$ cat src/rtl/assert_macros.svh
// Assertion macros shared by the RTL files.
// Define ASSERT_OFF to compile every check away.
`ifndef ASSERT_MACROS_SVH
`define ASSERT_MACROS_SVH
`ifndef ASSERT_OFF
`define ASSERT_ALWAYS(lbl, clk, rst_n, expr) \
    lbl: assert property (@(posedge clk) disable iff (!rst_n) (expr)) \
        else $error("assertion failed");
`define ASSERT_IMPLIES(lbl, clk, rst_n, ante, cons) \
    lbl: assert property (@(posedge clk) disable iff (!rst_n) (ante) |-> (cons)) \
        else $error("assertion failed");
`define ASSERT_NEXT(lbl, clk, rst_n, ante, cons) \
    lbl: assert property (@(posedge clk) disable iff (!rst_n) (ante) |=> (cons)) \
        else $error("assertion failed");
`else
`define ASSERT_ALWAYS(lbl, clk, rst_n, expr)
`define ASSERT_IMPLIES(lbl, clk, rst_n, ante, cons)
`define ASSERT_NEXT(lbl, clk, rst_n, ante, cons)
`endif
`endif

$ cat src/rtl/ptcc_pkg.sv
// Types and constants of the press-triggered capture controller.
// No dependencies.
package ptcc_pkg;

    localparam int SAMPLE_BITS  = 10;
    localparam int TICK_BITS    = 8;
    localparam int CFG_IDX_BITS = 2;
    localparam int PRESS_RUN_DEFAULT = 5;

    localparam logic [TICK_BITS-1:0] LIMIT_RESET = 8'd19;
    localparam logic [TICK_BITS-1:0] TICK_MAX    = 8'hFF;

    // opcodes
    localparam logic [1:0] OP_TICK         = 2'd0;
    localparam logic [1:0] OP_HOLD_EXPIRED = 2'd1;
    localparam logic [1:0] OP_PROC_DONE    = 2'd2;

    // modes
    localparam logic [1:0] MODE_IDLE = 2'd0;
    localparam logic [1:0] MODE_REC  = 2'd1;
    localparam logic [1:0] MODE_PROC = 2'd2;
    localparam logic [1:0] MODE_ACC  = 2'd3;

    // register indexes
    localparam logic [CFG_IDX_BITS-1:0] CFG_BUTTON_LEVEL = 2'd0;
    localparam logic [CFG_IDX_BITS-1:0] CFG_LEVEL_TOL    = 2'd1;
    localparam logic [CFG_IDX_BITS-1:0] CFG_TICK_LIMIT   = 2'd2;

    typedef struct packed {
        logic [1:0]             opcode;
        logic [SAMPLE_BITS-1:0] adc_sample;
    } t_in_item;

    typedef struct packed {
        logic [1:0] mode;
        logic       capture_enable;
        logic       recording_done;
        logic       start_hold_timer;
        logic       access_line;
        logic       blue_lamp;
        logic       yellow_lamp;
    } t_out_item;

    typedef struct packed {
        logic [SAMPLE_BITS-1:0] button_level;
        logic [SAMPLE_BITS-1:0] level_tolerance;
        logic [TICK_BITS-1:0]   record_tick_limit;
    } t_cfg;

endpackage

$ cat src/rtl/ptcc_core.sv
// Mode state and per-item update of the capture controller.
// Depends on ptcc_pkg and assert_macros.svh.
`include "assert_macros.svh"

module ptcc_core
    import ptcc_pkg::*;
#(
    parameter int PRESS_RUN = PRESS_RUN_DEFAULT
) (
    input  logic      i_clk,
    input  logic      i_rst_n,
    input  logic      i_advance,
    input  t_in_item  i_item,
    input  t_cfg      i_cfg,
    output t_out_item o_result
);

    logic [1:0]           r_mode, n_mode;
    logic [PRESS_RUN-1:0] r_history, n_history;
    logic [TICK_BITS-1:0] r_ticks, n_ticks;
    logic                 r_access, n_access;
    logic                 done_pulse, hold_pulse, pressed;
    logic [SAMPLE_BITS:0] lo_side, hi_side, samp_ext;

    // open window test, widened by one bit so neither bound wraps:
    // s > c - t  <=>  s + t > c ;  s < c + t
    assign samp_ext = {1'b0, i_item.adc_sample};
    assign lo_side  = samp_ext + {1'b0, i_cfg.level_tolerance};
    assign hi_side  = {1'b0, i_cfg.button_level} + {1'b0, i_cfg.level_tolerance};
    assign pressed  = (lo_side > {1'b0, i_cfg.button_level}) && (samp_ext < hi_side);

    always_comb begin
        n_mode     = r_mode;
        n_history  = r_history;
        n_ticks    = r_ticks;
        n_access   = r_access;
        done_pulse = 1'b0;
        hold_pulse = 1'b0;
        case (i_item.opcode)
            OP_TICK: begin
                if (r_mode == MODE_IDLE) begin
                    n_history = {r_history[PRESS_RUN-2:0], pressed};
                    if (&n_history) begin
                        n_mode = MODE_REC;
                    end
                end else if (r_mode == MODE_REC) begin
                    if (!pressed || (r_ticks >= i_cfg.record_tick_limit)) begin
                        n_mode     = MODE_PROC;
                        n_ticks    = '0;
                        n_history  = '0;
                        done_pulse = 1'b1;
                    end else if (r_ticks != TICK_MAX) begin
                        n_ticks = r_ticks + 1'b1;
                    end
                end
            end
            OP_HOLD_EXPIRED: begin
                n_mode   = MODE_IDLE;
                n_access = 1'b0;
            end
            OP_PROC_DONE: begin
                if (r_mode == MODE_PROC) begin
                    n_mode     = MODE_ACC;
                    n_access   = 1'b1;
                    hold_pulse = 1'b1;
                end
            end
            default: begin
                // unused opcode: hold everything
            end
        endcase
    end

    always_comb begin
        o_result.mode             = n_mode;
        o_result.capture_enable   = (n_mode == MODE_REC);
        o_result.recording_done   = done_pulse;
        o_result.start_hold_timer = hold_pulse;
        o_result.access_line      = n_access;
        o_result.blue_lamp        = (n_mode == MODE_IDLE);
        o_result.yellow_lamp      = (n_mode == MODE_REC);
    end

    always_ff @(posedge i_clk) begin
        if (!i_rst_n) begin
            r_mode    <= MODE_IDLE;
            r_history <= '0;
            r_ticks   <= '0;
            r_access  <= 1'b0;
        end else if (i_advance) begin
            r_mode    <= n_mode;
            r_history <= n_history;
            r_ticks   <= n_ticks;
            r_access  <= n_access;
        end
    end

    // access is set only on entering access granted and dropped on leaving it
    `ASSERT_ALWAYS(a_access_tracks_mode, i_clk, i_rst_n, r_access == (r_mode == MODE_ACC))
    `ASSERT_NEXT(a_done_enters_proc, i_clk, i_rst_n, i_advance && done_pulse, r_mode == MODE_PROC && r_ticks == '0)
    `ASSERT_NEXT(a_hold_enters_acc, i_clk, i_rst_n, i_advance && hold_pulse, r_mode == MODE_ACC && r_access)
    `ASSERT_IMPLIES(a_ticks_idle_hist, i_clk, i_rst_n, r_mode == MODE_PROC, r_history == '0)

endmodule

$ cat src/rtl/press_triggered_capture_control_unit.sv
// An accepted item goes to the input register, then to the result register, which
// shows its result. Throughput: one item per cycle while the output is not stalled;
// the mode state is updated once per item in the single step between the two registers.
// Reset (synchronous, active low) empties both registers, returns to idle with clear
// history, tick count and access, and loads button level 0, tolerance 0, tick limit 19.
// Depends on ptcc_pkg, ptcc_core and assert_macros.svh.
`include "assert_macros.svh"

module press_triggered_capture_control_unit
    import ptcc_pkg::*;
#(
    parameter int PRESS_RUN = PRESS_RUN_DEFAULT
) (
    input  logic                    i_clk,
    input  logic                    i_rst_n,
    input  logic                    i_in_valid,
    output logic                    o_in_ready,
    input  t_in_item                i_in_item,
    output logic                    o_out_valid,
    input  logic                    i_out_ready,
    output t_out_item               o_out_item,
    input  logic                    i_cfg_valid,
    output logic                    o_cfg_ready,
    input  logic [CFG_IDX_BITS-1:0] i_cfg_index,
    input  logic [SAMPLE_BITS-1:0]  i_cfg_data
);

    logic      r_in_valid;
    t_in_item  r_in_item;
    logic      r_out_valid;
    t_out_item r_out_item;
    t_cfg      r_cfg;
    t_out_item step_result;
    logic      advance;

    // move the staged item into the result register when that slot frees up
    assign advance     = r_in_valid && (!r_out_valid || i_out_ready);
    assign o_in_ready  = !r_in_valid || advance;
    assign o_cfg_ready = 1'b1;
    assign o_out_valid = r_out_valid;
    assign o_out_item  = r_out_item;

    always_ff @(posedge i_clk) begin
        if (!i_rst_n) begin
            r_cfg.button_level      <= '0;
            r_cfg.level_tolerance   <= '0;
            r_cfg.record_tick_limit <= LIMIT_RESET;
        end else if (i_cfg_valid) begin
            case (i_cfg_index)
                CFG_BUTTON_LEVEL: r_cfg.button_level    <= i_cfg_data;
                CFG_LEVEL_TOL:    r_cfg.level_tolerance <= i_cfg_data;
                CFG_TICK_LIMIT:   r_cfg.record_tick_limit <= i_cfg_data[TICK_BITS-1:0];
                default: begin
                    // unknown index: drop the write
                end
            endcase
        end
    end

    always_ff @(posedge i_clk) begin
        if (!i_rst_n) begin
            r_in_valid  <= 1'b0;
            r_out_valid <= 1'b0;
        end else begin
            if (o_in_ready) begin
                r_in_valid <= i_in_valid;
            end
            if (advance) begin
                r_out_valid <= 1'b1;
            end else if (i_out_ready) begin
                r_out_valid <= 1'b0;
            end
        end
    end

    always_ff @(posedge i_clk) begin
        if (o_in_ready && i_in_valid) begin
            r_in_item <= i_in_item;
        end
        if (advance) begin
            r_out_item <= step_result;
        end
    end

    ptcc_core #(
        .PRESS_RUN (PRESS_RUN)
    ) u_core (
        .i_clk     (i_clk),
        .i_rst_n   (i_rst_n),
        .i_advance (advance),
        .i_item    (r_in_item),
        .i_cfg     (r_cfg),
        .o_result  (step_result)
    );

    `ASSERT_NEXT(a_stall_keeps_result, i_clk, i_rst_n, r_out_valid && !i_out_ready,
                 r_out_valid && $stable(r_out_item))
    `ASSERT_NEXT(a_accept_fills_stage, i_clk, i_rst_n, i_in_valid && o_in_ready, r_in_valid)
    `ASSERT_IMPLIES(a_full_stall_blocks, i_clk, i_rst_n, r_in_valid && r_out_valid && !i_out_ready, !o_in_ready)

endmodule
$ cat config.mk
export PLATFORM = sky130hd
export DESIGN_NAME = press_triggered_capture_control_unit
export DESIGN_NICKNAME = d
export VERILOG_FILES = /design/src/rtl/ptcc_pkg.sv /design/src/rtl/ptcc_core.sv /design/src/rtl/press_triggered_capture_control_unit.sv
export VERILOG_INCLUDE_DIRS = /design/src /design/src/rtl
export SDC_FILE = /design/constraint.sdc
export NUM_CORES = 1
export LEC_CHECK = 0
export BUFFER_PORTS_ARGS = -buffer_cell sky130_fd_sc_hd__buf_2
export CAP_MARGIN = 10
export CORE_MARGIN = 1.5
export CORE_UTILIZATION = 60
export DETAILED_ROUTE_END_ITERATION = 8
export PLACE_DENSITY = 0.81
export SYNTH_ARGS = -nofsm -noshare
export SYNTH_HDL_FRONTEND = slang
export SYNTH_SLANG_ARGS = --single-unit
$ cat constraint.sdc
create_clock -name i_clk -period 11.4 [get_ports i_clk]
set_input_delay 1.14 -clock i_clk [delete_from_list [all_inputs] [get_ports i_clk]]
set_output_delay 1.14 -clock i_clk [all_outputs]
set_load 0.1 [all_outputs]
==> results.yml <==
detailed_routing:
  wl_per_cell_um: 15.4
  dr.pass1.iters: 9
  vias: 3351
  wl_um: 8710
  ant_nets: 0
  drt_iter0_drc: 163
  viasPerCell: 5.91
  drc: 2
critical_path:
  r2r_slack_ns: 6.59
  start_kind: "register"
  cp_slowest_cell: "nor4_4"
  cpPeakStageDelay_ns: 0.79
  required_ns: 11.58
  r2r-start: "r_cfg[9]$_SDFFE_PN0P_"
  critPathMaxFanout: 19
  path_class: "register to register"
  r2r-end: "o_out_item[0]$_DFFE_PP_"
  end_kind: "register"
  ff2ff_path_depth: 15
  worstPathCellList: "ha_1 > a21o_1 > a21oi_1 > o21bai_1 > a21oi_1 > o21ai_0 > mux2_2 > nor4_1 > ha_1 > and4b_1 > and2_1 > o31a_1 > nor4_4 > o21ai_1 > a221oi_1"
  crit_arrival_ns: 4.98
cts:
  cts_buffer_depth: 2
  hold_buffers: 0
  cts_buffers: 9
  clock-sinks: 64
  ctsResizeCount: 0
  cts_tree: "done"
  h-tree-depth: 3
  cts_setup_buffers: 0
  path_clk_slew_ns: 0.07
  clock_latency_ns: 0.35
  cts-root-buf: "clkbuf_8"
global_route:
  grt-ovfl-total: 0
  grt_util_all_layers_pct: 25.4
  antenna_found_initial: 0
  grt_pass1_wl_um: 14400
  grt_pass1_vias: 3167
  grt_max_degree: 37
logic_synthesis:
  ys_seq_elements: 64
  ys_types: 58
  yosysTopAreaCellShare_pct: 22.5
  synth_cells: 448
  ys.warnings.count: 0
  synth_seq_area_share_pct: 36.7
  synth_nets: 530
  ys_top_cells_by_count: "52 x nor2_1, 51 x ha_1, 45 x a21oi_1, 45 x dfxtp_1, 43 x nand2_1"
  synth_edf_count: 19
  synthFlopType: "dfxtp_1"
  yosys.area.top_type: "dfxtp_1"
  synth_most_common_cell: "nor2_1"
  syn_avg_cell_area_um2: 8.96
  netlist_area_mm2: 0.00401
  synthArstFlopShare_pct: 0
  yosys-top-cells-area: "dfxtp_1 22%, ha_1 16%, edfxtp_1 14%, a21oi_1 5.6%, nor2_1 4.9%"
sta:
  worst_pin_slew_ns: 1.15
  hold_viol: 0
  drv_slew: 0
  fin_tns_setup_ns: 0
  rsz0062_at_grt: "false"
  period_share_pct: 42.2
  slew_headroom_pct: 22.9
  period_needed_ns: 4.81
  setup_viol: 0
  skew_ns: 0.00958
  max_freq_mhz: 208
min_path:
  worstHoldPathCells: 2
  holdPathEnd: "u_core.r_access$_SDFFE_PN0P_"
  min_from: "u_core.r_access$_SDFFE_PN0P_"
  hp-class: "register to register"
die:
  die_w_um: 84.8
  dieArea_mm2: 0.00719
  die_y_um: 84.8
  coreArea_mm2: 0.00642
  num_rows: 29
  io_pins: 40
  initial_core_util_pct: 62.5
pwr:
  p_total_mw: 0.557
  ir_drop_v: 0.0000857
  power_per_cell_area_mw_per_mm2: 125
  p_leak_nw: 1.95
place:
  gp_routability_congestion: 0.918
  dp_hpwl_um: 6590
  port_buffers: 38
layout:
  fin_nets: 567
  nFillCells: 517
  diodes: 0
  drive_gt1_share_pct: 12.2
  area_growth_pct: 11.2
  multi_input_area_mm2: 0.00238
  sequential_cell_area_mm2: 0.00147
outcome:
  status: "finished, violations left"
  violations: "design-rule violations"
flow_run:
  cap_violations: 0
==> critical path, delay by kind of cell, from the launching register on <==
family | cells | cell delay (ns)
AO/OA/AOI/OAI | 8 | 1.84
AND/OR/NAND/NOR | 4 | 1.45
adder cells (fa/ha/maj) | 2 | 0.58
flip-flops | 1 | 0.45
multiplexers | 1 | 0.31
==> flip-flops by register name (all words and copies together) (netlist names), 2 cells and up <==
name,flops
r_in_item,12
o_out_item,7
r_cfg,28
u_core.r_mode,2
u_core.r_history,4
u_core.r_ticks,8
==> metal layers <==
metal | wire length, µm | GRT usage, % | vias to the layer above
met1 | 4100 | 33.7 | 1541
met2 | 3980 | 41.2 | 110
li1 | - | - | 1687
met4 | 163 | 9.84 | 0
met3 | 467 | 4.82 | 13
met5 | 0 | 0 | -
==> where the power goes <==
part	switching, mW	internal (mW)
logic	0.0609	0.0369
registers	0.00510	0.242
clock network	0.0905	0.122
total	0.157	0.401
==> cells in the final DEF, fill, tap and decap left out, types with 9 or more instances in the layout <==
cell / n
nor2_1: 52
ha_1: 51
a21oi_1: 45
dfxtp_1: 45
nand2_1: 43
buf_2: 38
inv_1: 29
o21ai_0: 19
edfxtp_1: 19
mux2i_1: 17
nand3_1: 11
clkbuf_8: 9
==> per-stage QoR <==
stage / hold WS, ns / setup WS, ns / util [%] / cell area [µm²] / std cells
2_1_floorplan: 0.431 / 7.46 / - / 4010 / 448
3_3_place_gp: 0.445 / 6.91 / 66.2 / 4250 / 551
3_5_place_dp: 0.449 / 6.64 / 66.2 / 4250 / 551
4_1_cts: 0.459 / 6.61 / 69.5 / 4460 / 567
5_1_grt: 0.483 / 6.20 / 69.5 / 4460 / 567
6_report: 0.458 / 6.59 / 69.5 / 4460 / 567
==> worst max-delay path by stage <==
stage / start / endpoint / slack [ns]
5_1_grt: r_cfg[9]$_SDFFE_PN0P_ / o_out_item[0]$_DFFE_PP_ / 6.20
3_5_place_dp: r_cfg[9]$_SDFFE_PN0P_ / o_out_item[0]$_DFFE_PP_ / 6.64
6_report: r_cfg[9]$_SDFFE_PN0P_ / o_out_item[0]$_DFFE_PP_ / 6.59
4_1_cts: r_cfg[9]$_SDFFE_PN0P_ / o_out_item[0]$_DFFE_PP_ / 6.61
2_1_floorplan: r_cfg[9]$_SDFFE_PN0P_ / o_out_item[0]$_DFFE_PP_ / 7.46
3_3_place_gp: r_cfg[9]$_SDFFE_PN0P_ / o_out_item[0]$_DFFE_PP_ / 6.91
==> layout make-up <==
cell class,instances,share of cell area (%)
timing repair buffer,38,4.26
clock buffer,10,2.86
tap,77,2.16
sequential,64,33.0
inverter,30,2.52
clock inverter,6,1.91
multi-input combinational,342,53.3
==> logic make-up after synthesis <==
family,after synthesis,synth area share [%]
AO/OA/AOI/OAI,104,16.4
adder cells (fa/ha/maj),53,16.9
flip-flops,64,36.7
other,1,0.0935
multiplexers,19,4.80
buffers and inverters,42,4.15
AND/OR/NAND/NOR,153,18.3
XOR/XNOR,12,2.62
Power figures use the tool's default switching activity.
